### src/design/dsss_pkg.sv
// Package with types, constants and codes of the statistics block.
package dsss_pkg;

  localparam int MAX_SAMPLES_DEF = 64;
  localparam int SAMPLE_BITS_DEF = 16;

  localparam int IDX_OUT_W  = 6;
  localparam int VAL_OUT_W  = 16;
  localparam int Z_OUT_W    = 16;
  localparam int T_OUT_W    = 18;
  localparam int MEAN_OUT_W = 24;
  localparam int VAR_OUT_W  = 40;
  localparam int DEV_OUT_W  = 24;

  localparam int VAL_HI  = 32767;
  localparam int VAL_LO  = -32768;
  localparam int Z_HI    = 32767;
  localparam int T_HI    = 131071;
  localparam int T_LO    = -131072;
  localparam int MEAN_HI = 8388607;
  localparam int MEAN_LO = -8388608;

  // 50.0 in Q.8
  localparam int T_OFFSET = 12800;

  typedef enum logic [4:0] {
    ST_LOAD,
    ST_DRAIN,
    ST_MUL,
    ST_SUB,
    ST_MEAN_GO,
    ST_MEAN_RUN,
    ST_VAR_GO,
    ST_VAR_RUN,
    ST_SQRT_GO,
    ST_SQRT_RUN,
    ST_READ,
    ST_DIFF,
    ST_Z_GO,
    ST_Z_RUN,
    ST_T_GO,
    ST_T_RUN,
    ST_EMIT
  } dsss_state_e;

  typedef enum logic [1:0] {
    DIV_MEAN,
    DIV_VAR,
    DIV_Z,
    DIV_T
  } div_sel_e;

  typedef struct packed {
    logic     clear;
    logic     mul;
    logic     sub;
    logic     div_go;
    div_sel_e div_sel;
    logic     sqrt_go;
    logic     rd_en;
    logic     diff;
    logic     emit;
  } dsss_cmd_t;

  typedef struct packed {
    logic div_done;
    logic sqrt_done;
    logic out_free;
    logic last_idx;
    logic zero_dev;
  } dsss_sts_t;

endpackage

### src/design/dsss_div.sv
// Bit-serial restoring divider, one quotient bit per cycle.
module dsss_div #(
  parameter int NUM_W = 56,
  parameter int DEN_W = 24
) (
  input  logic             clk_i,
  input  logic             rst_ni,
  input  logic             start_i,
  input  logic [NUM_W-1:0] num_i,
  input  logic [DEN_W-1:0] den_i,
  output logic             done_o,
  output logic [NUM_W-1:0] quo_o
);

  localparam int CNT_W = $clog2(NUM_W + 1);

  logic [NUM_W-1:0] num_q;
  logic [DEN_W-1:0] den_q, rem_q, rem_d;
  logic [CNT_W-1:0] cnt_q;
  logic             done_q;
  logic [DEN_W:0]   rem_sh;
  logic             qbit;

  assign rem_sh = {rem_q, num_q[NUM_W-1]};
  assign qbit   = rem_sh >= {1'b0, den_q};
  assign rem_d  = qbit ? DEN_W'(rem_sh - {1'b0, den_q}) : rem_sh[DEN_W-1:0];

  always_ff @(posedge clk_i or negedge rst_ni) begin
    if (!rst_ni) begin
      cnt_q  <= '0;
      done_q <= 1'b0;
    end else begin
      done_q <= 1'b0;
      if (start_i) begin
        cnt_q <= CNT_W'(NUM_W);
      end else if (cnt_q != '0) begin
        cnt_q  <= cnt_q - 1'b1;
        done_q <= (cnt_q == CNT_W'(1));
      end
    end
  end

  always_ff @(posedge clk_i) begin
    if (start_i) begin
      num_q <= num_i;
      den_q <= den_i;
      rem_q <= '0;
    end else if (cnt_q != '0) begin
      num_q <= {num_q[NUM_W-2:0], qbit};
      rem_q <= rem_d;
    end
  end

  assign done_o = done_q;
  assign quo_o  = num_q;

endmodule

### src/design/dsss_sqrt.sv
// Digit-by-digit integer square root, one root bit per cycle.
module dsss_sqrt #(
  parameter int RAD_W = 64
) (
  input  logic               clk_i,
  input  logic               rst_ni,
  input  logic               start_i,
  input  logic [RAD_W-1:0]   rad_i,
  output logic               done_o,
  output logic [RAD_W/2-1:0] root_o
);

  localparam int H     = RAD_W / 2;
  localparam int CNT_W = $clog2(H + 1);

  logic [RAD_W-1:0] rad_q;
  logic [H+1:0]     rem_q;
  logic [H-1:0]     root_q;
  logic [CNT_W-1:0] cnt_q;
  logic             done_q;
  logic [H+3:0]     rem_sh, trial;
  logic             ge;

  assign rem_sh = {rem_q, rad_q[RAD_W-1:RAD_W-2]};
  assign trial  = (H+4)'({root_q, 2'b01});
  assign ge     = rem_sh >= trial;

  always_ff @(posedge clk_i or negedge rst_ni) begin
    if (!rst_ni) begin
      cnt_q  <= '0;
      done_q <= 1'b0;
    end else begin
      done_q <= 1'b0;
      if (start_i) begin
        cnt_q <= CNT_W'(H);
      end else if (cnt_q != '0) begin
        cnt_q  <= cnt_q - 1'b1;
        done_q <= (cnt_q == CNT_W'(1));
      end
    end
  end

  always_ff @(posedge clk_i) begin
    if (start_i) begin
      rad_q  <= rad_i;
      rem_q  <= '0;
      root_q <= '0;
    end else if (cnt_q != '0) begin
      rad_q  <= rad_q << 2;
      rem_q  <= (H+2)'(ge ? rem_sh - trial : rem_sh);
      root_q <= {root_q[H-2:0], ge};
    end
  end

  assign done_o = done_q;
  assign root_o = root_q;

endmodule

### src/design/dsss_ctrl.sv
// Controller state machine that sequences loading, statistics and scoring.
module dsss_ctrl (
  input  logic                clk_i,
  input  logic                rst_ni,
  input  logic                sample_valid_i,
  input  logic                last_sample_i,
  input  dsss_pkg::dsss_sts_t sts_i,
  output logic                sample_ready_o,
  output dsss_pkg::dsss_cmd_t cmd_o
);
  import dsss_pkg::*;

  dsss_state_e state_q, state_d;

  always_ff @(posedge clk_i or negedge rst_ni) begin
    if (!rst_ni) begin
      state_q <= ST_LOAD;
    end else begin
      state_q <= state_d;
    end
  end

  always_comb begin
    state_d = state_q;
    case (state_q)
      ST_LOAD:     if (sample_valid_i && last_sample_i) state_d = ST_DRAIN;
      ST_DRAIN:    state_d = ST_MUL;
      ST_MUL:      state_d = ST_SUB;
      ST_SUB:      state_d = ST_MEAN_GO;
      ST_MEAN_GO:  state_d = ST_MEAN_RUN;
      ST_MEAN_RUN: if (sts_i.div_done) state_d = ST_VAR_GO;
      ST_VAR_GO:   state_d = ST_VAR_RUN;
      ST_VAR_RUN:  if (sts_i.div_done) state_d = ST_SQRT_GO;
      ST_SQRT_GO:  state_d = ST_SQRT_RUN;
      ST_SQRT_RUN: if (sts_i.sqrt_done) state_d = ST_READ;
      ST_READ:     state_d = ST_DIFF;
      ST_DIFF:     state_d = sts_i.zero_dev ? ST_EMIT : ST_Z_GO;
      ST_Z_GO:     state_d = ST_Z_RUN;
      ST_Z_RUN:    if (sts_i.div_done) state_d = ST_T_GO;
      ST_T_GO:     state_d = ST_T_RUN;
      ST_T_RUN:    if (sts_i.div_done) state_d = ST_EMIT;
      ST_EMIT: begin
        if (sts_i.out_free) state_d = sts_i.last_idx ? ST_LOAD : ST_READ;
      end
      default:     state_d = ST_LOAD;
    endcase
  end

  always_comb begin
    cmd_o          = '0;
    cmd_o.div_sel  = DIV_MEAN;
    sample_ready_o = 1'b0;
    case (state_q)
      ST_LOAD:    sample_ready_o = 1'b1;
      ST_MUL:     cmd_o.mul = 1'b1;
      ST_SUB:     cmd_o.sub = 1'b1;
      ST_MEAN_GO: begin
        cmd_o.div_go  = 1'b1;
        cmd_o.div_sel = DIV_MEAN;
      end
      ST_VAR_GO: begin
        cmd_o.div_go  = 1'b1;
        cmd_o.div_sel = DIV_VAR;
      end
      ST_SQRT_GO: cmd_o.sqrt_go = 1'b1;
      ST_READ:    cmd_o.rd_en = 1'b1;
      ST_DIFF:    cmd_o.diff = 1'b1;
      ST_Z_GO: begin
        cmd_o.div_go  = 1'b1;
        cmd_o.div_sel = DIV_Z;
      end
      ST_T_GO: begin
        cmd_o.div_go  = 1'b1;
        cmd_o.div_sel = DIV_T;
      end
      ST_EMIT: begin
        cmd_o.emit  = sts_i.out_free;
        cmd_o.clear = sts_i.out_free && sts_i.last_idx;
      end
      default: ;
    endcase
  end

endmodule

### src/design/dsss_datapath.sv
// Datapath: sample store, accumulators, divider, square root and result register.
module dsss_datapath #(
  parameter int MAX_SAMPLES = dsss_pkg::MAX_SAMPLES_DEF,
  parameter int SAMPLE_BITS = dsss_pkg::SAMPLE_BITS_DEF
) (
  input  logic                                  clk_i,
  input  logic                                  rst_ni,
  input  logic                                  sample_valid_i,
  input  logic                                  sample_ready_i,
  input  logic signed [SAMPLE_BITS-1:0]         sample_i,
  input  dsss_pkg::dsss_cmd_t                   cmd_i,
  output dsss_pkg::dsss_sts_t                   sts_o,
  input  logic                                  result_ready_i,
  output logic                                  result_valid_o,
  output logic [dsss_pkg::IDX_OUT_W-1:0]        element_index_o,
  output logic signed [dsss_pkg::VAL_OUT_W-1:0] sample_value_o,
  output logic signed [dsss_pkg::Z_OUT_W-1:0]   z_score_o,
  output logic signed [dsss_pkg::T_OUT_W-1:0]   t_score_o,
  output logic                                  is_even_o,
  output logic signed [dsss_pkg::MEAN_OUT_W-1:0] mean_value_o,
  output logic [dsss_pkg::VAR_OUT_W-1:0]        variance_value_o,
  output logic [dsss_pkg::DEV_OUT_W-1:0]        deviation_value_o,
  output logic                                  zero_spread_o,
  output logic                                  capacity_overflow_o,
  output logic                                  last_result_o
);
  import dsss_pkg::*;

  localparam int SB     = SAMPLE_BITS;
  localparam int CNT_W  = $clog2(MAX_SAMPLES + 1);
  localparam int IDX_W  = $clog2(MAX_SAMPLES);
  localparam int SUM_W  = SB + $clog2(MAX_SAMPLES);
  localparam int SQ_W   = 2 * SB;
  localparam int SSQ_W  = 2 * SB + CNT_W;
  localparam int M_W    = 2 * SB + 2 * CNT_W;
  localparam int NUM_RAW = 2 * SB + 2 * CNT_W + 10;
  localparam int NUM_W  = (NUM_RAW > 48) ? NUM_RAW : 48;
  localparam int DEN_W  = SB + 8;
  localparam int RAD_W  = NUM_W + 8;
  localparam int MEAN_W = SB + 9;
  localparam int D_W    = SB + 10;
  localparam int TV_W   = NUM_W + 2;

  // Sample store, written while loading and read once per result.
  logic signed [SB-1:0] mem [MAX_SAMPLES];
  logic signed [SB-1:0] rd_q;

  logic [CNT_W-1:0]        cnt_q;
  logic signed [SUM_W-1:0] sum_q;
  logic [SSQ_W-1:0]        ssq_q;
  logic [SQ_W-1:0]         sq_q;
  logic                    sq_vld_q;
  logic                    ovf_q;
  logic [IDX_W-1:0]        idx_q;

  logic [SSQ_W+CNT_W-1:0]  prod1_q;
  logic [2*SUM_W-1:0]      prod2_q;
  logic [2*CNT_W-1:0]      nsq_q;
  logic [M_W-1:0]          m_q;

  logic signed [MEAN_W-1:0] mean_q;
  logic [NUM_W-1:0]         var_q;
  logic [DEN_W-1:0]         dev_q;
  logic signed [D_W-1:0]    d_q;
  logic signed [Z_OUT_W-1:0] z_q;
  logic signed [T_OUT_W-1:0] t_q;

  div_sel_e                 div_sel_q;
  logic                     div_neg_q;

  logic                     accept, store;
  logic signed [SQ_W-1:0]   sq_s;
  logic [SUM_W-1:0]         smag;
  logic [D_W-1:0]           dmag;
  logic [NUM_W-1:0]         div_num;
  logic [DEN_W-1:0]         div_den;
  logic                     div_neg;
  logic                     div_done;
  logic [NUM_W-1:0]         quo;
  logic                     sqrt_done;
  logic [RAD_W/2-1:0]       root;
  logic signed [TV_W-1:0]   tv;
  logic                     out_vld_q;

  logic signed [31:0]       val_ext;
  logic signed [39:0]       mean_ext;
  logic [31:0]              dev_ext;

  assign accept = sample_valid_i && sample_ready_i;
  assign store  = accept && (cnt_q != CNT_W'(MAX_SAMPLES));
  assign sq_s   = sample_i * sample_i;
  assign smag   = sum_q[SUM_W-1] ? SUM_W'(-sum_q) : SUM_W'(sum_q);
  assign dmag   = d_q[D_W-1] ? D_W'(-d_q) : D_W'(d_q);

  // Operand select for the shared divider.
  always_comb begin
    case (cmd_i.div_sel)
      DIV_MEAN: begin
        div_num = (NUM_W'(smag) << 8) + NUM_W'(cnt_q >> 1);
        div_den = DEN_W'(cnt_q);
        div_neg = sum_q[SUM_W-1];
      end
      DIV_VAR: begin
        div_num = (NUM_W'(m_q) << 8) + NUM_W'(nsq_q >> 1);
        div_den = DEN_W'(nsq_q);
        div_neg = 1'b0;
      end
      DIV_Z: begin
        div_num = (NUM_W'(dmag) << 12) + NUM_W'(dev_q >> 1);
        div_den = dev_q;
        div_neg = d_q[D_W-1];
      end
      default: begin
        div_num = (NUM_W'(dmag) << 11) + (NUM_W'(dmag) << 9) + NUM_W'(dev_q >> 1);
        div_den = dev_q;
        div_neg = d_q[D_W-1];
      end
    endcase
  end

  dsss_div #(.NUM_W(NUM_W), .DEN_W(DEN_W)) u_div (
    .clk_i   (clk_i),
    .rst_ni  (rst_ni),
    .start_i (cmd_i.div_go),
    .num_i   (div_num),
    .den_i   (div_den),
    .done_o  (div_done),
    .quo_o   (quo)
  );

  dsss_sqrt #(.RAD_W(RAD_W)) u_sqrt (
    .clk_i   (clk_i),
    .rst_ni  (rst_ni),
    .start_i (cmd_i.sqrt_go),
    .rad_i   (RAD_W'(var_q) << 8),
    .done_o  (sqrt_done),
    .root_o  (root)
  );

  assign tv = (div_neg_q ? -$signed({2'b00, quo}) : $signed({2'b00, quo}))
              + TV_W'(T_OFFSET);

  always_ff @(posedge clk_i) begin
    if (store) begin
      mem[cnt_q[IDX_W-1:0]] <= sample_i;
    end
    if (cmd_i.rd_en) begin
      rd_q <= mem[idx_q];
    end
  end

  // Control and accumulator state.
  always_ff @(posedge clk_i or negedge rst_ni) begin
    if (!rst_ni) begin
      cnt_q     <= '0;
      sum_q     <= '0;
      ssq_q     <= '0;
      sq_vld_q  <= 1'b0;
      ovf_q     <= 1'b0;
      idx_q     <= '0;
      out_vld_q <= 1'b0;
    end else begin
      sq_vld_q <= store;
      if (cmd_i.clear) begin
        cnt_q <= '0;
        sum_q <= '0;
        ssq_q <= '0;
        ovf_q <= 1'b0;
        idx_q <= '0;
      end else begin
        if (store) begin
          cnt_q <= cnt_q + 1'b1;
          sum_q <= sum_q + SUM_W'(sample_i);
        end else if (accept) begin
          ovf_q <= 1'b1;
        end
        if (sq_vld_q) begin
          ssq_q <= ssq_q + SSQ_W'(sq_q);
        end
        if (cmd_i.emit) begin
          idx_q <= idx_q + 1'b1;
        end
      end
      if (cmd_i.emit) begin
        out_vld_q <= 1'b1;
      end else if (result_ready_i) begin
        out_vld_q <= 1'b0;
      end
    end
  end

  // Arithmetic registers.
  always_ff @(posedge clk_i) begin
    if (store) begin
      sq_q <= SQ_W'(unsigned'(sq_s));
    end
    if (cmd_i.mul) begin
      prod1_q <= (SSQ_W+CNT_W)'(cnt_q) * (SSQ_W+CNT_W)'(ssq_q);
      prod2_q <= (2*SUM_W)'(smag) * (2*SUM_W)'(smag);
      nsq_q   <= (2*CNT_W)'(cnt_q) * (2*CNT_W)'(cnt_q);
    end
    if (cmd_i.sub) begin
      m_q <= M_W'(prod1_q - (SSQ_W+CNT_W)'(prod2_q));
    end
    if (cmd_i.div_go) begin
      div_sel_q <= cmd_i.div_sel;
      div_neg_q <= div_neg;
    end
    if (div_done) begin
      case (div_sel_q)
        DIV_MEAN: mean_q <= div_neg_q ? -$signed(MEAN_W'(quo)) : $signed(MEAN_W'(quo));
        DIV_VAR:  var_q  <= quo;
        DIV_Z: begin
          if (!div_neg_q) begin
            z_q <= (quo > NUM_W'(Z_HI)) ? Z_OUT_W'(Z_HI) : $signed(Z_OUT_W'(quo));
          end else begin
            z_q <= (quo > NUM_W'(Z_HI + 1)) ? Z_OUT_W'(-Z_HI - 1)
                                            : -$signed(Z_OUT_W'(quo));
          end
        end
        default: begin
          if (tv > TV_W'(T_HI)) begin
            t_q <= T_OUT_W'(T_HI);
          end else if (tv < TV_W'(T_LO)) begin
            t_q <= T_OUT_W'(T_LO);
          end else begin
            t_q <= T_OUT_W'(tv);
          end
        end
      endcase
    end
    if (sqrt_done) begin
      dev_q <= DEN_W'(root);
    end
    if (cmd_i.diff) begin
      d_q <= (D_W'(rd_q) <<< 8) - D_W'(mean_q);
      if (dev_q == '0) begin
        z_q <= '0;
        t_q <= T_OUT_W'(T_OFFSET);
      end
    end
  end

  // Output field saturation.
  assign val_ext  = 32'(rd_q);
  assign mean_ext = 40'(mean_q);
  assign dev_ext  = 32'(dev_q);

  always_ff @(posedge clk_i) begin
    if (cmd_i.emit) begin
      element_index_o <= IDX_OUT_W'(idx_q);
      if (val_ext > 32'(VAL_HI)) begin
        sample_value_o <= VAL_OUT_W'(VAL_HI);
      end else if (val_ext < 32'(VAL_LO)) begin
        sample_value_o <= VAL_OUT_W'(VAL_LO);
      end else begin
        sample_value_o <= VAL_OUT_W'(val_ext);
      end
      z_score_o <= z_q;
      t_score_o <= t_q;
      is_even_o <= ~rd_q[0];
      if (mean_ext > 40'(MEAN_HI)) begin
        mean_value_o <= MEAN_OUT_W'(MEAN_HI);
      end else if (mean_ext < 40'(MEAN_LO)) begin
        mean_value_o <= MEAN_OUT_W'(MEAN_LO);
      end else begin
        mean_value_o <= MEAN_OUT_W'(mean_ext);
      end
      variance_value_o  <= (|var_q[NUM_W-1:VAR_OUT_W]) ? '1 : var_q[VAR_OUT_W-1:0];
      deviation_value_o <= (|dev_ext[31:DEV_OUT_W]) ? '1 : dev_ext[DEV_OUT_W-1:0];
      zero_spread_o       <= (dev_q == '0);
      capacity_overflow_o <= ovf_q;
      last_result_o       <= sts_o.last_idx;
    end
  end

  assign result_valid_o = out_vld_q;

  assign sts_o.div_done  = div_done;
  assign sts_o.sqrt_done = sqrt_done;
  assign sts_o.out_free  = !out_vld_q || result_ready_i;
  assign sts_o.last_idx  = (CNT_W'(idx_q) + 1'b1) == cnt_q;
  assign sts_o.zero_dev  = (dev_q == '0);

endmodule

### src/design/data_set_statistics_scores.sv
// Top level: population mean, variance, deviation and per-sample z and T scores.
// Loading takes one sample transaction per cycle, back to back, while the store is open.
// After the closing sample the block works out mean, variance and square root in turn
// (NUM_W = 56, RAD_W = 64 by default) on the divider and root unit, one bit per cycle each.
// Each result then takes two divisions, for z and T, which are skipped with zero spread.
// Reset (rst_ni low, asynchronous) empties the set and the result register; store is kept.
module data_set_statistics_scores #(
  parameter int MAX_SAMPLES = dsss_pkg::MAX_SAMPLES_DEF,
  parameter int SAMPLE_BITS = dsss_pkg::SAMPLE_BITS_DEF
) (
  input  logic                                   clk_i,
  input  logic                                   rst_ni,
  input  logic                                   sample_valid_i,
  output logic                                   sample_ready_o,
  input  logic signed [SAMPLE_BITS-1:0]          sample_i,
  input  logic                                   last_sample_i,
  output logic                                   result_valid_o,
  input  logic                                   result_ready_i,
  output logic [dsss_pkg::IDX_OUT_W-1:0]         element_index_o,
  output logic signed [dsss_pkg::VAL_OUT_W-1:0]  sample_value_o,
  output logic signed [dsss_pkg::Z_OUT_W-1:0]    z_score_o,
  output logic signed [dsss_pkg::T_OUT_W-1:0]    t_score_o,
  output logic                                   is_even_o,
  output logic signed [dsss_pkg::MEAN_OUT_W-1:0] mean_value_o,
  output logic [dsss_pkg::VAR_OUT_W-1:0]         variance_value_o,
  output logic [dsss_pkg::DEV_OUT_W-1:0]         deviation_value_o,
  output logic                                   zero_spread_o,
  output logic                                   capacity_overflow_o,
  output logic                                   last_result_o
);
  import dsss_pkg::*;

  // The controller steps through the phases: loading, sum of squares drain,
  // products, mean and variance divisions, square root, then one pass over the
  // store that produces one result transaction per stored sample.
  dsss_cmd_t cmd;
  dsss_sts_t sts;

  dsss_ctrl u_ctrl (
    .clk_i          (clk_i),
    .rst_ni         (rst_ni),
    .sample_valid_i (sample_valid_i),
    .last_sample_i  (last_sample_i),
    .sts_i          (sts),
    .sample_ready_o (sample_ready_o),
    .cmd_o          (cmd)
  );

  // The datapath owns the sample store, the accumulators, the shared divider,
  // the square root unit and the result register, which lets the last result
  // wait for its consumer while the next set already loads.
  dsss_datapath #(
    .MAX_SAMPLES (MAX_SAMPLES),
    .SAMPLE_BITS (SAMPLE_BITS)
  ) u_dp (
    .clk_i               (clk_i),
    .rst_ni              (rst_ni),
    .sample_valid_i      (sample_valid_i),
    .sample_ready_i      (sample_ready_o),
    .sample_i            (sample_i),
    .cmd_i               (cmd),
    .sts_o               (sts),
    .result_ready_i      (result_ready_i),
    .result_valid_o      (result_valid_o),
    .element_index_o     (element_index_o),
    .sample_value_o      (sample_value_o),
    .z_score_o           (z_score_o),
    .t_score_o           (t_score_o),
    .is_even_o           (is_even_o),
    .mean_value_o        (mean_value_o),
    .variance_value_o    (variance_value_o),
    .deviation_value_o   (deviation_value_o),
    .zero_spread_o       (zero_spread_o),
    .capacity_overflow_o (capacity_overflow_o),
    .last_result_o       (last_result_o)
  );

endmodule

### config.mk
export PLATFORM = sky130hd
export DESIGN_NAME = data_set_statistics_scores
export DESIGN_NICKNAME = d
export VERILOG_FILES = /design/src/design/dsss_pkg.sv /design/src/design/dsss_div.sv /design/src/design/dsss_sqrt.sv /design/src/design/dsss_ctrl.sv /design/src/design/dsss_datapath.sv /design/src/design/data_set_statistics_scores.sv
export SDC_FILE = /design/constraint.sdc
export NUM_CORES = 2
export LEC_CHECK = 0
export BUFFER_PORTS_ARGS = -buffer_cell sky130_fd_sc_hd__buf_2
export CAP_MARGIN = 20
export CORE_ASPECT_RATIO = 1.2
export CORE_MARGIN = 4
export CORE_UTILIZATION = 55
export DETAILED_ROUTE_END_ITERATION = 10
export GPL_ROUTABILITY_DRIVEN = 0
export PLACE_DENSITY_LB_ADDON = 0.25
export SYNTH_ARGS = -nofsm -noshare
export SYNTH_HDL_FRONTEND = slang
export SYNTH_SLANG_ARGS = --single-unit
### constraint.sdc
create_clock -name clk_i -period 29.4 [get_ports clk_i]
set_clock_uncertainty 0.2 [all_clocks]
set_input_delay 0 -clock clk_i [delete_from_list [all_inputs] [get_ports clk_i]]
set_output_delay 0 -clock clk_i [all_outputs]
set_load 0.01 [all_outputs]
==> flow_summary.json <==
{
  "firstDrtPassIters": 7,
  "post_drt_via_cell_ratio": 6.07,
  "peakVddDrop_uv": 278,
  "min_period_ns": 10.94,
  "rsz0062_at_grt": "no",
  "post-route-util_pct": 60.3,
  "maxCapViolCount": 0,
  "r2r_slack_ns": 18.46,
  "wl_per_cell_um": 24.2,
  "track_usage_pct": 28.4,
  "worstPathMaxFanout": 16,
  "critPathMostFrequentCell": "fa_1",
  "critPathLaunchType": "register",
  "grt_pass1_wl_um": 480000,
  "crit_path_end_kind": "register",
  "gr-total-overflow": 0,
  "fill_cells": 16400,
  "pin_count": 171,
  "initial_core_util_pct": 55.3,
  "cts-root-buf": "clkbuf_16",
  "cts_tree": "built",
  "hold_viol_final": 0,
  "drt_iter0_drc": 7745,
  "layout_commonest_cell": "edfxtp_1",
  "hold_class": "primary input to asynchronous set/reset pin",
  "fin_crit_sh_pct": 37.2,
  "die_y_um": 514,
  "yosysUniqueCellTypes": 95,
  "slew_headroom_pct": 4.53,
  "crit_path_start": "u_dp.sum_q[0]",
  "critPathKind": "register to register",
  "fp.coreArea_sq_um": 212000,
  "worst_slew_pin_slew_ns": 1.43,
  "status": "completed",
  "required_ns": 29.75,
  "rows": 185,
  "synth_area_leaders": "edfxtp_1, fa_1, mux4_2",
  "final_cell_mix": "edfxtp_1, inv_1, nand2_1, fa_1, nor2_1",
  "synth-edff-count": 1637,
  "drt_drc_violations_left": 0,
  "synth_area_leader_cell": "edfxtp_1",
  "first_global_vias": 80100,
  "total_power_mw": 7.23,
  "cts_sinks": 1857,
  "crit_path_end": "u_dp.prod2_q[43]",
  "ctsHtreeMaxLevel": 4,
  "clock_latency_ns": 0.88,
  "r2r_end": "u_dp.prod2_q[43]",
  "vias": 78200,
  "synth_top_area_share_pct": 42.0,
  "cts_buffers": 181,
  "io_buffers": 170,
  "tns_ns": 0,
  "setup_viol": 0,
  "cts_buffer_depth": 3,
  "ys_seq_area_share_pct": 46.1,
  "drt_wl_total_um": 312000,
  "dp_hpwl_um": 222000,
  "async_reset_ff_share_pct": 5.17,
  "nets": 11300,
  "finalMaxSlewViolations": 0,
  "cellLeakagePower_nw": 51.4,
  "area_delta_synth_final_pct": 9.11,
  "powerDensity_nw_per_um2": 56.6,
  "grt_antenna_before_repair": 19,
  "clkTransAtPathRegs_ns": 0.06,
  "grt_max_degree": 157,
  "worstReg2RegStart": "u_dp.sum_q[0]",
  "cp_slowest_cell": "xnor2_2",
  "die-area_sq_um": 220000,
  "fmax_mhz": 91.4,
  "ys.flop_type": "edfxtp_1",
  "die_w_um": 429,
  "max_stage_delay_ns": 0.78,
  "reg2regPathDepth": 33,
  "finalHoldWorstSlack_ns": 0.0935,
  "synth_cells": 9755,
  "drive_gt1_share_pct": 10.9,
  "synth_warnings": 0,
  "syn_area_sq_um": 117000,
  "critPathArrivalTime_ns": 11.29,
  "antenna_left": 0,
  "avgSynthCellArea_sq_um": 12.0,
  "ys_seq_elements": 1857
}
==> what timing repair did <==
item | 4_1_cts | 5_1_grt
hold buffers | 25 | 0
buffers inserted | 0 | 0
hold endpoints to repair | 1030 | 0
gates resized for setup | 0 | 0
==> cell usage after synthesis (16+ instances only) <==
library cell	count
buf_1	79
nor3b_1	20
nor2b_1	47
inv_1	1183
and3_1	81
a31o_2	16
xor2_1	156
o21a_1	49
o31ai_1	53
o21ai_0	269
nand2_1	1024
nand2b_1	69
nand4_1	58
o211ai_1	29
nor3_1	178
a211oi_1	108
or4_1	22
ha_1	571
o21bai_1	53
or2_2	73
edfxtp_1	1637
nand3_1	136
a31oi_1	51
xnor2_1	364
a21o_1	132
a21oi_1	359
o22ai_1	33
a21boi_0	24
o41ai_1	35
and2_1	145
mux2i_1	45
fa_1	792
nor4_1	62
clkbuf_1	318
o31a_1	17
mux4_2	340
dfrtp_1	96
nor2_1	591
or3_1	63
dfxtp_1	124
==> stage by stage <==
stage / instances / instance area (sq um) / setup slack, ns
finish: 12900 / 128000 / 18.46
detailed placement: 12500 / 121000 / 18.65
floorplan: 9772 / 117000 / 20.14
global route: 12900 / 128000 / 17.92
global placement: 12500 / 121000 / 18.81
CTS: 12900 / 128000 / 18.60
==> worst min path at each step <==
stage / startpoint / to / cells past startpoint
6_report: rst_ni / u_ctrl.state_q[2] / 4
5_1_grt: sample_i[4] / u_dp.mem[60][4] / 3
4_1_cts: sample_i[4] / u_dp.mem[60][4] / 3
3_5_place_dp: rst_ni / u_dp.u_sqrt.done_o / 1
3_3_place_gp: rst_ni / u_dp.u_sqrt.done_o / 1
2_1_floorplan: rst_ni / u_ctrl.state_q[0] / 0
==> worst max-delay path, delay by kind of cell, from the launching register on <==
family,cells,cell delay [ns]
buffers and inverters,8,1.43
xor gates and xnor gates,2,0.91
and+or+nand+nor,5,0.87
adders and majority gates,9,4.18
AOI/OAI and AO/OA,9,2.44
DFF,1,0.60
==> final cells by class <==
type	count	area, sq um	area share [%]
multi-input cells	6310	57300	44.8
repair buffers	370	2490	1.95
clock buffers	221	4780	3.74
inverters	1195	4490	3.51
diodes	9	22.5	0.0176
clock inverters	115	1200	0.938
flip-flops and latches	1857	54100	42.3
well taps	2805	3510	2.75
==> kinds of logic after synthesis <==
group | count (synthesis) | synth area share (%)
AOI/OAI and AO/OA | 1382 | 7.67
buffers and inverters | 1605 | 5.17
xor gates and xnor gates | 520 | 3.89
DFF | 1857 | 46.1
other | 2 | 0.00641
adders and majority gates | 1364 | 19.6
muxes | 389 | 6.96
and+or+nand+nor | 2636 | 10.5
==> state kept, by name (all words and copies together) (netlist names), 39 cells and up <==
signal	count
u_dp.mem	1024
u_dp.prod1_q	46
u_dp.m_q	46
u_dp.var_q	56
u_dp.prod2_q	43
u_dp.ssq_q	39
u_dp.u_sqrt.rad_q	56
u_dp.u_div.quo_o	56
u_dp.variance_value_o	40
==> power by group <==
group / internal, mW / switching [mW] / leakage, nW / total (mW)
sequential: 2.96 / 0.00000000000000000570 / 16.6 / 2.96
combinational: 0.776 / 1.16 / 31.8 / 1.94
clock: 1.30 / 1.04 / 2.90 / 2.34
==> per-layer routing <==
| layer | wire [um] | GRT usage, % | part of all wire [%] |
|---|---|---|---|
| met4 | 19200 | 14.8 | 6.1 |
| met3 | 24400 | 4.67 | 7.8 |
| met2 | 151000 | 47.2 | 48 |
| met5 | 87 | 0 | 0.028 |
| met1 | 117000 | 36.0 | 38 |
Note: power is estimated with default switching activity, not from simulation.
